[config.mk]
export PLATFORM = sky130hd
export DESIGN_NAME = swmq_ctrl
export DESIGN_NICKNAME = d
export VERILOG_FILES = /design/src/rtl/core/swmq_pkg.sv /design/src/rtl/core/swmq_ctrl.sv
export SDC_FILE = /design/constraint.sdc
export NUM_CORES = 1
export LEC_CHECK = 0
export ABC_AREA = 1
export BUFFER_PORTS_ARGS = -buffer_cell sky130_fd_sc_hd__buf_2
export CAP_MARGIN = 15
export CORE_AREA = 4 4 56 48
export DETAILED_ROUTE_END_ITERATION = 7
export DIE_AREA = 0 0 60 52
export GPL_ROUTABILITY_DRIVEN = 0
export PLACE_DENSITY_LB_ADDON = 0.05
export SLEW_MARGIN = 20
export SYNTH_ARGS = -nofsm -noshare
export SYNTH_HDL_FRONTEND = slang
export SYNTH_SLANG_ARGS = --single-unit
export TNS_END_PERCENT = 5
[constraint.sdc]
create_clock -name clk -period 1.6 [get_ports clk]
set_input_delay 0.16 -clock clk [delete_from_list [all_inputs] [get_ports clk]]
set_output_delay 0.16 -clock clk [all_outputs]
set_load 0.01 [all_outputs]
[src/rtl/core/swmq_pkg.sv]
// ----------------------------------------------------------------------------
// swmq_pkg
// Shared codes and controller/datapath interface types for the stack with
// median query block.
// ----------------------------------------------------------------------------
`default_nettype none

package swmq_pkg;

  localparam int VALUE_W  = 16;
  localparam int ACTION_W = 2;
  localparam int STATUS_W = 2;

  typedef logic [ACTION_W-1:0] swmq_action_t;
  typedef logic [STATUS_W-1:0] swmq_status_t;
  typedef logic [1:0]          swmq_sel_t;

  // request codes
  localparam swmq_action_t ACT_PUSH   = 2'd0;
  localparam swmq_action_t ACT_POP    = 2'd1;
  localparam swmq_action_t ACT_MEDIAN = 2'd2;

  // result status codes
  localparam swmq_status_t ST_OK    = 2'd0;
  localparam swmq_status_t ST_EMPTY = 2'd1;
  localparam swmq_status_t ST_FULL  = 2'd2;

  // result value source
  localparam swmq_sel_t RES_ZERO   = 2'd0;
  localparam swmq_sel_t RES_ITEM   = 2'd1;
  localparam swmq_sel_t RES_MEDIAN = 2'd2;

  typedef struct packed {
    logic         clr_step;
    logic         load_in;
    logic         div_start;
    logic         stk_rd;
    logic         pop_load;
    logic         push_wr;
    logic         pop_wr;
    logic         med_init;
    logic         med_bstep;
    logic         med_vinit;
    logic         med_vstep;
    logic         res_load;
    swmq_status_t res_status;
    swmq_sel_t    res_sel;
  } swmq_cmd_t;

  typedef struct packed {
    logic clr_done;
    logic full;
    logic empty;
    logic b_stop;
    logic v_stop;
  } swmq_sts_t;

endpackage

`default_nettype wire

[src/rtl/core/swmq_ctrl.sv]
// ----------------------------------------------------------------------------
// swmq_ctrl
// Controller: sequences the clearing pass, push, pop and median walk, and
// owns the input ready and output valid handshakes.
// ----------------------------------------------------------------------------
`default_nettype none

module swmq_ctrl (
  input  wire                       clk,
  input  wire                       rst_n,
  input  wire                       in_valid,
  output logic                      in_ready,
  input  wire  [swmq_pkg::ACTION_W-1:0] in_action,
  output logic                      out_valid,
  input  wire                       out_ready,
  input  swmq_pkg::swmq_sts_t       sts,
  output swmq_pkg::swmq_cmd_t       cmd
);

  localparam logic [3:0] S_CLR   = 4'd0;
  localparam logic [3:0] S_IDLE  = 4'd1;
  localparam logic [3:0] S_SRD   = 4'd2;
  localparam logic [3:0] S_SLD   = 4'd3;
  localparam logic [3:0] S_DIV0  = 4'd4;
  localparam logic [3:0] S_CRD   = 4'd6;
  localparam logic [3:0] S_UPD   = 4'd7;
  localparam logic [3:0] S_MINIT = 4'd8;
  localparam logic [3:0] S_MB    = 4'd9;
  localparam logic [3:0] S_MVI   = 4'd10;
  localparam logic [3:0] S_MV    = 4'd11;
  localparam logic [3:0] S_FIN   = 4'd12;

  logic [3:0]             state_r, state_nxt;
  logic                   is_pop_r, is_pop_nxt;
  swmq_pkg::swmq_status_t fin_status_r, fin_status_nxt;
  swmq_pkg::swmq_sel_t    fin_sel_r, fin_sel_nxt;
  logic                   out_valid_r, out_valid_nxt;

  assign out_valid = out_valid_r;

  always_comb begin
    cmd            = '0;
    in_ready       = 1'b0;
    state_nxt      = state_r;
    is_pop_nxt     = is_pop_r;
    fin_status_nxt = fin_status_r;
    fin_sel_nxt    = fin_sel_r;
    case (state_r)
      S_CLR: begin
        cmd.clr_step = 1'b1;
        if (sts.clr_done) begin
          state_nxt = S_IDLE;
        end
      end
      S_IDLE: begin
        in_ready = 1'b1;
        if (in_valid) begin
          state_nxt      = S_FIN;
          fin_status_nxt = swmq_pkg::ST_EMPTY;
          fin_sel_nxt    = swmq_pkg::RES_ZERO;
          case (in_action)
            swmq_pkg::ACT_PUSH: begin
              if (sts.full) begin
                fin_status_nxt = swmq_pkg::ST_FULL;
              end else begin
                cmd.load_in = 1'b1;
                is_pop_nxt  = 1'b0;
                state_nxt   = S_DIV0;
              end
            end
            swmq_pkg::ACT_POP: begin
              if (!sts.empty) begin
                is_pop_nxt = 1'b1;
                state_nxt  = S_SRD;
              end
            end
            swmq_pkg::ACT_MEDIAN: begin
              if (!sts.empty) begin
                state_nxt = S_MINIT;
              end
            end
            default: begin
              state_nxt = S_FIN;
            end
          endcase
        end
      end
      S_SRD: begin
        cmd.stk_rd = 1'b1;
        state_nxt  = S_SLD;
      end
      S_SLD: begin
        cmd.pop_load = 1'b1;
        state_nxt    = S_DIV0;
      end
      S_DIV0: begin
        cmd.div_start = 1'b1;
        state_nxt     = S_CRD;
      end
      S_CRD: begin
        state_nxt = S_UPD;
      end
      S_UPD: begin
        state_nxt      = S_FIN;
        fin_status_nxt = swmq_pkg::ST_OK;
        if (is_pop_r) begin
          cmd.pop_wr  = 1'b1;
          fin_sel_nxt = swmq_pkg::RES_ITEM;
        end else begin
          cmd.push_wr = 1'b1;
          fin_sel_nxt = swmq_pkg::RES_ZERO;
        end
      end
      S_MINIT: begin
        cmd.med_init = 1'b1;
        state_nxt    = S_MB;
      end
      S_MB: begin
        cmd.med_bstep = 1'b1;
        if (sts.b_stop) begin
          state_nxt = S_MVI;
        end
      end
      S_MVI: begin
        cmd.med_vinit = 1'b1;
        state_nxt     = S_MV;
      end
      S_MV: begin
        cmd.med_vstep = 1'b1;
        if (sts.v_stop) begin
          state_nxt      = S_FIN;
          fin_status_nxt = swmq_pkg::ST_OK;
          fin_sel_nxt    = swmq_pkg::RES_MEDIAN;
        end
      end
      S_FIN: begin
        // hold until the output register is free
        if (!out_valid_r || out_ready) begin
          cmd.res_load   = 1'b1;
          cmd.res_status = fin_status_r;
          cmd.res_sel    = fin_sel_r;
          state_nxt      = S_IDLE;
        end
      end
      default: begin
        state_nxt = S_IDLE;
      end
    endcase
  end

  always_comb begin
    if (cmd.res_load) begin
      out_valid_nxt = 1'b1;
    end else if (out_ready) begin
      out_valid_nxt = 1'b0;
    end else begin
      out_valid_nxt = out_valid_r;
    end
  end

  always_ff @(posedge clk) begin
    if (!rst_n) begin
      state_r     <= S_CLR;
      out_valid_r <= 1'b0;
    end else begin
      state_r     <= state_nxt;
      out_valid_r <= out_valid_nxt;
    end
  end

  always_ff @(posedge clk) begin
    is_pop_r     <= is_pop_nxt;
    fin_status_r <= fin_status_nxt;
    fin_sel_r    <= fin_sel_nxt;
  end

endmodule

`default_nettype wire

* Word-level counts from Yosys, hierarchy flattened
Cells that the tools add are included.
Word-level totals: bits in registers 10, word-level logic and storage cells 77, input port bits 11, output and inout port bits 18
Cells by class: equal/unequal tests 20, reduce and logical (&&, ||, !) cells 10, mux-type cells 42
Operator list (number):
- $pmux W4 S12 | 1
- $mux W4 | 7
- $eq A4 B4 Y1 const B | 5
- $mux W1 | 20
- $mux W2 | 7
- $ne A2 B2 Y1 const B | 7
- $eq A4 B3 Y1 const B | 3
- $pmux W2 S3 | 2
- $pmux W4 S3 | 1
- $mux W5 | 2
- $reduce_and A5 Y1 | 2
- $eq A4 B2 Y1 const B | 2
- $eq A4 B1 Y1 const B | 1
- $logic_not A4 Y1 | 1
- $reduce_bool A2 Y1 | 2
- $mux W3 | 1
- $reduce_and A3 Y1 | 1
- $reduce_bool A3 Y1 | 1
- $eq A2 B1 Y1 const B | 1
- $eq A2 B2 Y1 const B | 1
- $logic_not A2 Y1 | 1
- $pmux W1 S2 | 1
- $logic_not A1 Y1 | 1
- $logic_or A1 B1 Y1 | 1

* Longest topological paths before layout
Gate-level depths: netlist (run 1).
depth after elaboration 5, gate-level depth with buffers 9, depth with buffers taken out 9

* Worst setup path before layout (run 1)
OpenSTA, ideal clock, no wires.
kind reg2reg, start register state_r[3], end register fin_sel_r[0] (enable), clock period less this slack 1392 ps, data arrival time 1052 ps, path slack 208 ps, library setup time 339 ps, path buffers 0, required time 1261 ps, cell stages (with the launch flop) 6, path through dfxtp_1 nor2_2 inv_2 nor2_4 inv_1 a21oi_1
Between the ends: word-level cells in the longest chain between the ends 3, elaborated cells on any way between the ends 7, those cells by class eq/ne (5); reduce/logical (2)
Ends and longest elaborated chain:
- start: declaration | RTL line swmq_ctrl.sv:33 | logic [3:0] state_r, state_nxt;
- start signal: assignment | RTL line swmq_ctrl.sv:166 | state_r <= state_nxt;
- $eq A4 B4 Y1 (tied with other cells) | RTL line swmq_ctrl.sv:48 | case (state_r)
- $ne A2 B2 Y1 (no source line) or $reduce_bool A3 Y1 (tied branches)
- $reduce_and A3 Y1 (no source line) (*)
- end signal: assignment | RTL line swmq_ctrl.sv:174 | fin_sel_r <= fin_sel_nxt;
- end: declaration | RTL line swmq_ctrl.sv:36 | swmq_pkg::swmq_sel_t fin_sel_r, fin_sel_nxt;
Mark *: on every way between the ends. The rest lies on a longest branch, timed or not. A chain may end at the register's enable or synchronous reset.

==> results of run 1 <==
[state kept, by name (all words and copies together) (netlist names)]
name / count
is_pop_r: 1
state_r: 4
fin_sel_r: 2
out_valid: 1
fin_status_r: 2
[layout make-up]
class / instances / share of cell area [%]
repair buffers: 29 / 15.8
inverters: 27 / 10.9
well taps: 25 / 3.36
flip-flops and latches: 10 / 27.2
multi-input cells: 80 / 39.9
clock buffers: 4 / 2.82
[critical path, delay by kind of cell (launching register included)]
family | cells | cell delay [ns]
and+or+nand+nor | 3 | 0.22
buffers and inverters | 4 | 0.41
DFF | 1 | 0.44
[timing repair]
action,in CTS,in global routing
setup endpoints to repair,0,12
gates resized for setup,0,7
hold endpoints to repair,0,0
[layer usage]
metal,wire (µm),up-vias,GRT usage [%]
met4,40,0,5.54
met3,137,5,1.49
met1,924,320,18.6
met5,0,-,0
li1,-,420,-
met2,672,32,16.7
[power groups by stage]
stage	Clock, mW	Combinational [mW]	Sequential, mW
floorplan	0	0.504	0.417
global placement	0	0.684	0.426
detailed placement	0	0.677	0.429
CTS	0.188	0.680	0.423
global route	0.198	0.800	0.448
finish	0.192	0.693	0.438
[synthesized netlist by cell type]
library cell	count	area, µm²
a21oi_1	6	30.0
buf_4	2	15.0
dfxtp_1	5	100
edfxtp_1	5	150
inv_1	25	93.8
inv_2	2	7.51
nand2_1	23	86.3
nand2_2	4	25.0
nand3_1	9	45.0
nand3b_1	2	15.0
nor2_1	28	105
nor2_2	4	25.0
nor2_4	1	11.3
o21ai_0	3	15.0
[through the flow]
step                      setup TNS [ns]  setup WS, ns  hold WS (ns)
final                                  0         0.105         0.120
after floorplan                        0         0.208         0.280
after detailed placement               0         0.120         0.406
after global placement                 0         0.147         0.402
after global routing           -0.000629     -0.000629         0.143
after CTS                              0        0.0201         0.129
[cells by family (layout without fill, tap and decap cells)]
kind of cell | count (synthesis) | in the layout | synth area share (%)
AOI/OAI and AO/OA | 9 | 9 | 6.22
buffers and inverters | 29 | 60 | 16.1
DFF | 10 | 10 | 34.5
and+or+nand+nor | 71 | 71 | 43.2
[final timing paths]
check                          to  depth (start not counted)
hold reg to reg        state_r[3]                          2
setup reg to reg  fin_status_r[0]                          4
hold / removal         state_r[3]                          3
setup / recovery           cmd[9]                          7
==> results.tsv, run 1 <==
metric	value	unit
status	completed	
startpoint	state_r[3]	
drv_cap	0	
synth_cells	119	
ant_nets	0	
r2r_start	state_r[3]	
relSlewSlack	85.2	%
placed_cell_area	888	µm²
h-tree-depth	1	
cp.required	1.44	ns
critical_path_arrival	1.34	ns
syn_to_final_growth	28.7	%
power.total	1.32	mW
postCtsSetupBuffers	0	
fin_crit_sh	93.5	%
swShare	46.4	%
cts_buffers	3	
min_path_type	in2reg	
ys_ff_latch	10	
nFillCells	245	
grt_pass1_wl	2830	µm
wl	1780	µm
gr-usage-all-layers	12.2	%
post_drt_wl_per_cell	10.1	µm
final_cell_mix	28 x buf_2, 26 x nor2_1, 25 x inv_1, 23 x nand2_1, 9 x nand3_1	
port_buffers	28	
fin_area	932	µm²
r2r_slack	0.21	ns
max_slew.worst_pin.slew	0.223	ns
multi_input_area	372	µm²
cpMostUsedCell	inv_1	
cts_sinks	10	
p_int	0.710	mW
cts_tree	yes	
crit_chain	inv_1, nand2_1, nor2_2, buf_4, inv_1, nor2_1, buf_2	
ctsHoldBuffers	0	
grt_max_degree	7	
layout.nets	162	
first_pass_iters	4	
setup_viol	0	
ys_seq_area_share	34.5	%
end_kind	primary output	
antennaDiodeCount	0	
clkPwrFrac	14.5	%
drc	0	
layout-drive-gt1-share	32.7	%
crit_fanout	6	
stdcell_count	175	
p_switching	0.613	mW
grt_pass1_vias	685	
vdd_ir_drop_max	0.000685	V
hpwl	1520	µm
row_count	15	
crit_type	reg2out	
insertion_delay	0.27	ns
yosys_warnings	0	
drt-initial-drc-count	23	
viasPerCell	4.44	
die-width	60	µm
utilization	44.3	%
finalMaxSlewViolations	0	
synthesis.area	724	µm²
max_stage_delay	0.44	ns
p_comb_share	52.4	%
final_common_cell	buf_2	
powerDensity	1420	nW/µm²
clockRootBuffer	clkbuf_4	
placedCellCount	171	
finalHoldViolations	0	
min_from	rst_n	
antenna_found_initial	0	
vias	777	
core_area	2100	µm²
chipHeight	52	µm
seq_area	254	µm²
finalClockSkew	0.00717	ns
initial_core_util	34.5	%
cp_slowest_cell	dfxtp_1	
die_area	3120	µm²
worstSetupStartpointType	register	
synth.avg_cell_area	6.09	µm²
synth.distinct_cells	14	
num_io_pins	29	
path_clk_slew	0.08	ns
clockBufferDepth	2	
p_leak	0.538	nW
fin_crit	1.50	ns
grt-ovfl-total	0	
synth.net_count	130	
p_seq_share	33.1	%
max_freq	669	MHz
Note: power is estimated with default switching activity, not from simulation.
==> run 2, diff against run 1 <==
- CORE_AREA: 4 4 56 48 -> 4 4 50 52
- DIE_AREA: 0 0 60 52 -> 0 0 54 56
==> results.tsv, run 2 (synthesis gave the netlist of run 1 again) <==
metric	value	unit	change
status	completed		unchanged
initial_core_util	34.4	%	was 34.5%
grtUsageMet2	18.3	%	was 16.7%
fin_area	937	µm²	was 932 µm²
clockRootBuffer	clkbuf_4		unchanged
core_area	2110	µm²	was 2100 µm²
critical_path_arrival	1.31	ns	was 1.34 ns
syn_to_final_growth	29.4	%	was 28.7%
path_clk_slew	0.07	ns	was 0.08 ns
setup_viol	0		unchanged
reg_top3	state_r x4, fin_sel_r x2, fin_status_r x2		unchanged
final_common_cell	buf_2		unchanged
row_count	17		was 15
drv_cap	0		unchanged
cts_sinks	10		unchanged
chipHeight	56	µm	was 52 µm
placed_cell_area	892	µm²	was 888 µm²
crit_fanout	5		was 6
post_drt_wl_per_cell	9.83	µm	was 10.1 µm
max_freq	679	MHz	was 669 MHz
relSlewSlack	84.9	%	was 85.2%
viasPerCell	4.26		was 4.44
layout-drive-gt1-share	33.3	%	was 32.7%
finalMaxSlewViolations	0		unchanged
die_area	3020	µm²	was 3120 µm²
nFillCells	234		was 245
antennaDiodeCount	0		unchanged
wl	1750	µm	was 1780 µm
num_io_pins	29		unchanged
min_path_type	in2reg		unchanged
finalHoldViolations	0		unchanged
fin_crit_sh	92.0	%	was 93.5%
cts_tree	yes		unchanged
die-width	54	µm	was 60 µm
clockBufferDepth	2		unchanged
utilization	44.5	%	was 44.3%
finalClockSkew	0.000896	ns	was 0.00717 ns
grt_max_degree	7		unchanged
powerDensity	1420	nW/µm²	about the same
worstSetupStartpointType	register		unchanged
end_kind	primary output		unchanged
p_leak	0.538	nW	about the same
gr-usage-met1	17.9	%	was 18.6%
placedCellCount	174		was 171
layout.nets	162		unchanged
stdcell_count	178		was 175
rsz0062_at_grt	no		
drt-initial-drc-count	6		was 23
cp.required	1.44	ns	about the same
grt_pass1_vias	703		was 685
vdd_ir_drop_max	0.000643	V	was 0.000685 V
finalSetupTns	0	ns	unchanged
grt-busiest-layer	met2		was met1
grt-ovfl-total	0		unchanged
crit_type	reg2out		unchanged
ctsHoldBuffers	0		unchanged
insertion_delay	0.27	ns	about the same
drc	0		unchanged
vias	759		was 777
grt_pass1_wl	2880	µm	was 2830 µm
max_slew.worst_pin.slew	0.226	ns	was 0.223 ns
power.total	1.33	mW	was 1.32 mW
antenna_found_initial	0		unchanged
port_buffers	28		unchanged
first_pass_iters	4		unchanged
use_met3	2.68	%	was 1.49%
largest_reg_flops	4		unchanged
cts_buffers	3		unchanged
gr-usage-all-layers	12.7	%	was 12.2%
hpwl	1480	µm	was 1520 µm
h-tree-depth	1		unchanged
final_cell_mix	28 x buf_2, 26 x nor2_1, 25 x inv_1, 23 x nand2_1, 9 x nand3_1		unchanged
fin_crit	1.47	ns	was 1.50 ns
largest-register	state_r		unchanged
ant_nets	0		unchanged
==> run 2: cell counts in the layout (fill, tap and decap cells not counted) <==
Identical to the previous run, type by type.
==> run 2: final timing paths <==
check | from | to | slack (ns) | cells past startpoint
max | state_r[2] | cmd[10] | 0.13 | 6
min | rst_n | state_r[3] | 0.12 | 3
max reg2reg | state_r[3] | fin_sel_r[0] | 0.26 | 4
min reg2reg | state_r[3] | state_r[3] | 0.56 | 2
==> run 2: through the flow <==
stage                     worst slack (ns)  hold WS [ns]
after global placement               0.126         0.407
after detailed placement            0.0829         0.402
after floorplan                      0.208         0.280
after CTS                          0.00930         0.114
final                                0.128         0.121
after global routing                0.0206         0.143
==> run 2: area by class of cell <==
type | count | area (µm²) | share of cell area [%]
sequential | 10 | 255 | 27.2
tap | 28 | 35.0 | 3.74
inverter | 27 | 101 | 10.8
clock buffer | 4 | 26.3 | 2.80
timing repair buffer | 29 | 148 | 15.8
multi-input combinational | 80 | 372 | 39.7
==> run 2: layer usage <==
layer	vias up	routed length [µm]
met2	24	731
met4	0	30
met3	3	112
met5	-	0
met1	311	875
li1	421	-
==> run 2: report_power, final <==
part,internal (mW),switching (mW),leakage (nW)
Combinational,0.257,0.438,0.434
Sequential,0.362,0.0802,0.0885
Clock,0.0967,0.0962,0.0150
Total,0.716,0.615,0.538
==> run 2: timing repair <==
action | CTS | global route
setup buffers | 0 | 0
resized for setup | 0 | 8
endpoints found under the setup margin | 0 | 12
==> run 2: critical path, cell delays in order (launching register included) <==
cell,delay [ns]
dfxtp_2,0.39
nand2_1,0.13
nor2_2,0.12
buf_4,0.13
inv_1,0.06
nor2_1,0.08
buf_2,0.13
==> run 3, diff against run 2 <==
- CTS_BUF_LIST: default -> sky130_fd_sc_hd__clkbuf_4 sky130_fd_sc_hd__clkbuf_8 sky130_fd_sc_hd__clkbuf_16
==> results.tsv, run 3 (synthesis gave the netlist of run 1 again) <==
metric	value	unit	change
gr-usage-all-layers	12.8	%	was 12.7%
vdd_ir_drop_max	0.000643	V	about the same
r2r_end	state_r[0]		was fin_sel_r[0]
num_io_pins	29		unchanged
finalHoldViolations	0		unchanged
cp.depth	6		unchanged
max_slew.worst_pin.slew	0.220	ns	was 0.226 ns
hpwl	1480	µm	unchanged
finalClockSkew	0.00130	ns	was 0.000896 ns
cp_num_buf_inv	3		unchanged
fin_crit	1.47	ns	about the same
fin_area	941	µm²	was 937 µm²
status	completed		unchanged
chipHeight	56	µm	unchanged
layout-drive-gt1-share	34.0	%	was 33.3%
port_buffers	28		unchanged
wl	1750	µm	about the same
crit_type	reg2out		unchanged
fin_crit_sh	91.8	%	was 92.0%
cp.required	1.44	ns	about the same
placedCellCount	174		unchanged
utilization	44.7	%	was 44.5%
worstSetupStartpointType	register		unchanged
startpoint	state_r[2]		unchanged
grt_pass1_wl	2890	µm	was 2880 µm
grt_pass1_vias	702		was 703
largest_reg_flops	4		unchanged
post_drt_wl_per_cell	9.81	µm	was 9.83 µm
r2r_slack	0.27	ns	was 0.26 ns
reg_top3	state_r x4, fin_sel_r x2, fin_status_r x2		unchanged
max_freq	681	MHz	was 679 MHz
clockBufferDepth	2		unchanged
stdcell_count	178		unchanged
ant_nets	0		unchanged
cts_buffers	3		unchanged
layout.nets	162		unchanged
row_count	17		unchanged
post-place-ws	0.0829	ns	unchanged
insertion_delay	0.27	ns	about the same
initial_core_util	34.4	%	unchanged
ctsHoldBuffers	0		unchanged
cp_slowest_cell	dfxtp_2		unchanged
end_kind	primary output		unchanged
die-width	54	µm	unchanged
critical_path_arrival	1.31	ns	about the same
first_pass_iters	4		unchanged
placed_cell_area	892	µm²	unchanged
max_stage_delay	0.39	ns	about the same
final_cell_mix	28 x buf_2, 26 x nor2_1, 25 x inv_1, 23 x nand2_1, 9 x nand3_1		unchanged
cts_sinks	10		unchanged
relSlewSlack	85.3	%	was 84.9%
fin_ws	0.131	ns	was 0.128 ns
crit_chain	nand2_1, nor2_2, buf_4, inv_1, nor2_1, buf_2		unchanged
core_area	2110	µm²	unchanged
endpoint	cmd[10]		unchanged
r2r_start	state_r[2]		was state_r[3]
grt_max_degree	7		unchanged
postCtsSetupBuffers	0		unchanged
path_clk_slew	0.07	ns	about the same
fin_hold_ws	0.121	ns	about the same
h-tree-depth	1		unchanged
final_common_cell	buf_2		unchanged
die_area	3020	µm²	unchanged
crit_family	flip-flops		unchanged
syn_to_final_growth	29.9	%	was 29.4%
crit_fanout	5		unchanged
r2r_cells	9		was 4
antennaDiodeCount	0		unchanged
clockRootBuffer	clkbuf_4		unchanged
finalMaxSlewViolations	0		unchanged
nFillCells	232		was 234
cts_tree	yes		unchanged
powerDensity	1430	nW/µm²	was 1420 nW/µm²
min_path_type	in2reg		unchanged
drt-initial-drc-count	7		was 6
p_leak	0.541	nW	was 0.538 nW
antenna_found_initial	0		unchanged
drc	0		unchanged
drv_cap	0		unchanged
largest-register	state_r		unchanged
finalSetupTns	0	ns	unchanged
vias	754		was 759
power.total	1.35	mW	was 1.33 mW
grt-ovfl-total	0		unchanged
rsz0062_at_grt	no		unchanged
setup_viol	0		unchanged
viasPerCell	4.24		was 4.26
## run 3: cell type report
cell class	count	area, µm²	share of cell area [%]
repair buffers	29	148	15.7
well taps	28	35.0	3.72
multi-input cells	80	372	39.5
clock buffers	4	30.0	3.19
flip-flops and latches	10	255	27.1
inverters	27	101	10.8
## run 3: metal layers
metal | track usage, % | up-vias | wire [µm]
li1 | - | 421 | -
met1 | 18.0 | 306 | 876
met2 | 18.3 | 24 | 728
met3 | 2.68 | 3 | 112
met4 | 5.34 | 0 | 30
met5 | 0 | - | 0
## run 3: worst reg2reg max path: stages, from the launching register on
cell,delay (ns)
dfxtp_2,0.39
inv_2,0.06
nand2_2,0.10
nor2_2,0.07
nand2_2,0.08
nand3_1,0.08
nor2_2,0.19
o21ai_0,0.14
nand2_1,0.08
inv_1,0.04
## run 3: worst min path at each step
| stage | endpoint | slack (ns) | startpoint | depth (start not counted) |
|---|---|---|---|---|
| floorplan | state_r[3] | 0.28 | rst_n | 2 |
| global placement | state_r[3] | 0.41 | rst_n | 3 |
| detailed placement | state_r[3] | 0.40 | rst_n | 3 |
| CTS | state_r[3] | 0.11 | rst_n | 3 |
| global route | state_r[3] | 0.14 | rst_n | 3 |
| finish | state_r[3] | 0.12 | rst_n | 3 |
## run 3: what timing repair did
action,CTS,global route
hold endpoints to repair,0,0
endpoints found under the setup margin,0,12
gates resized for setup,0,8
## run 3: power breakdown
group	internal [mW]	switching (mW)	leakage, nW
registers	0.362	0.0805	0.0885
logic	0.257	0.438	0.434
clock network	0.114	0.0958	0.0184
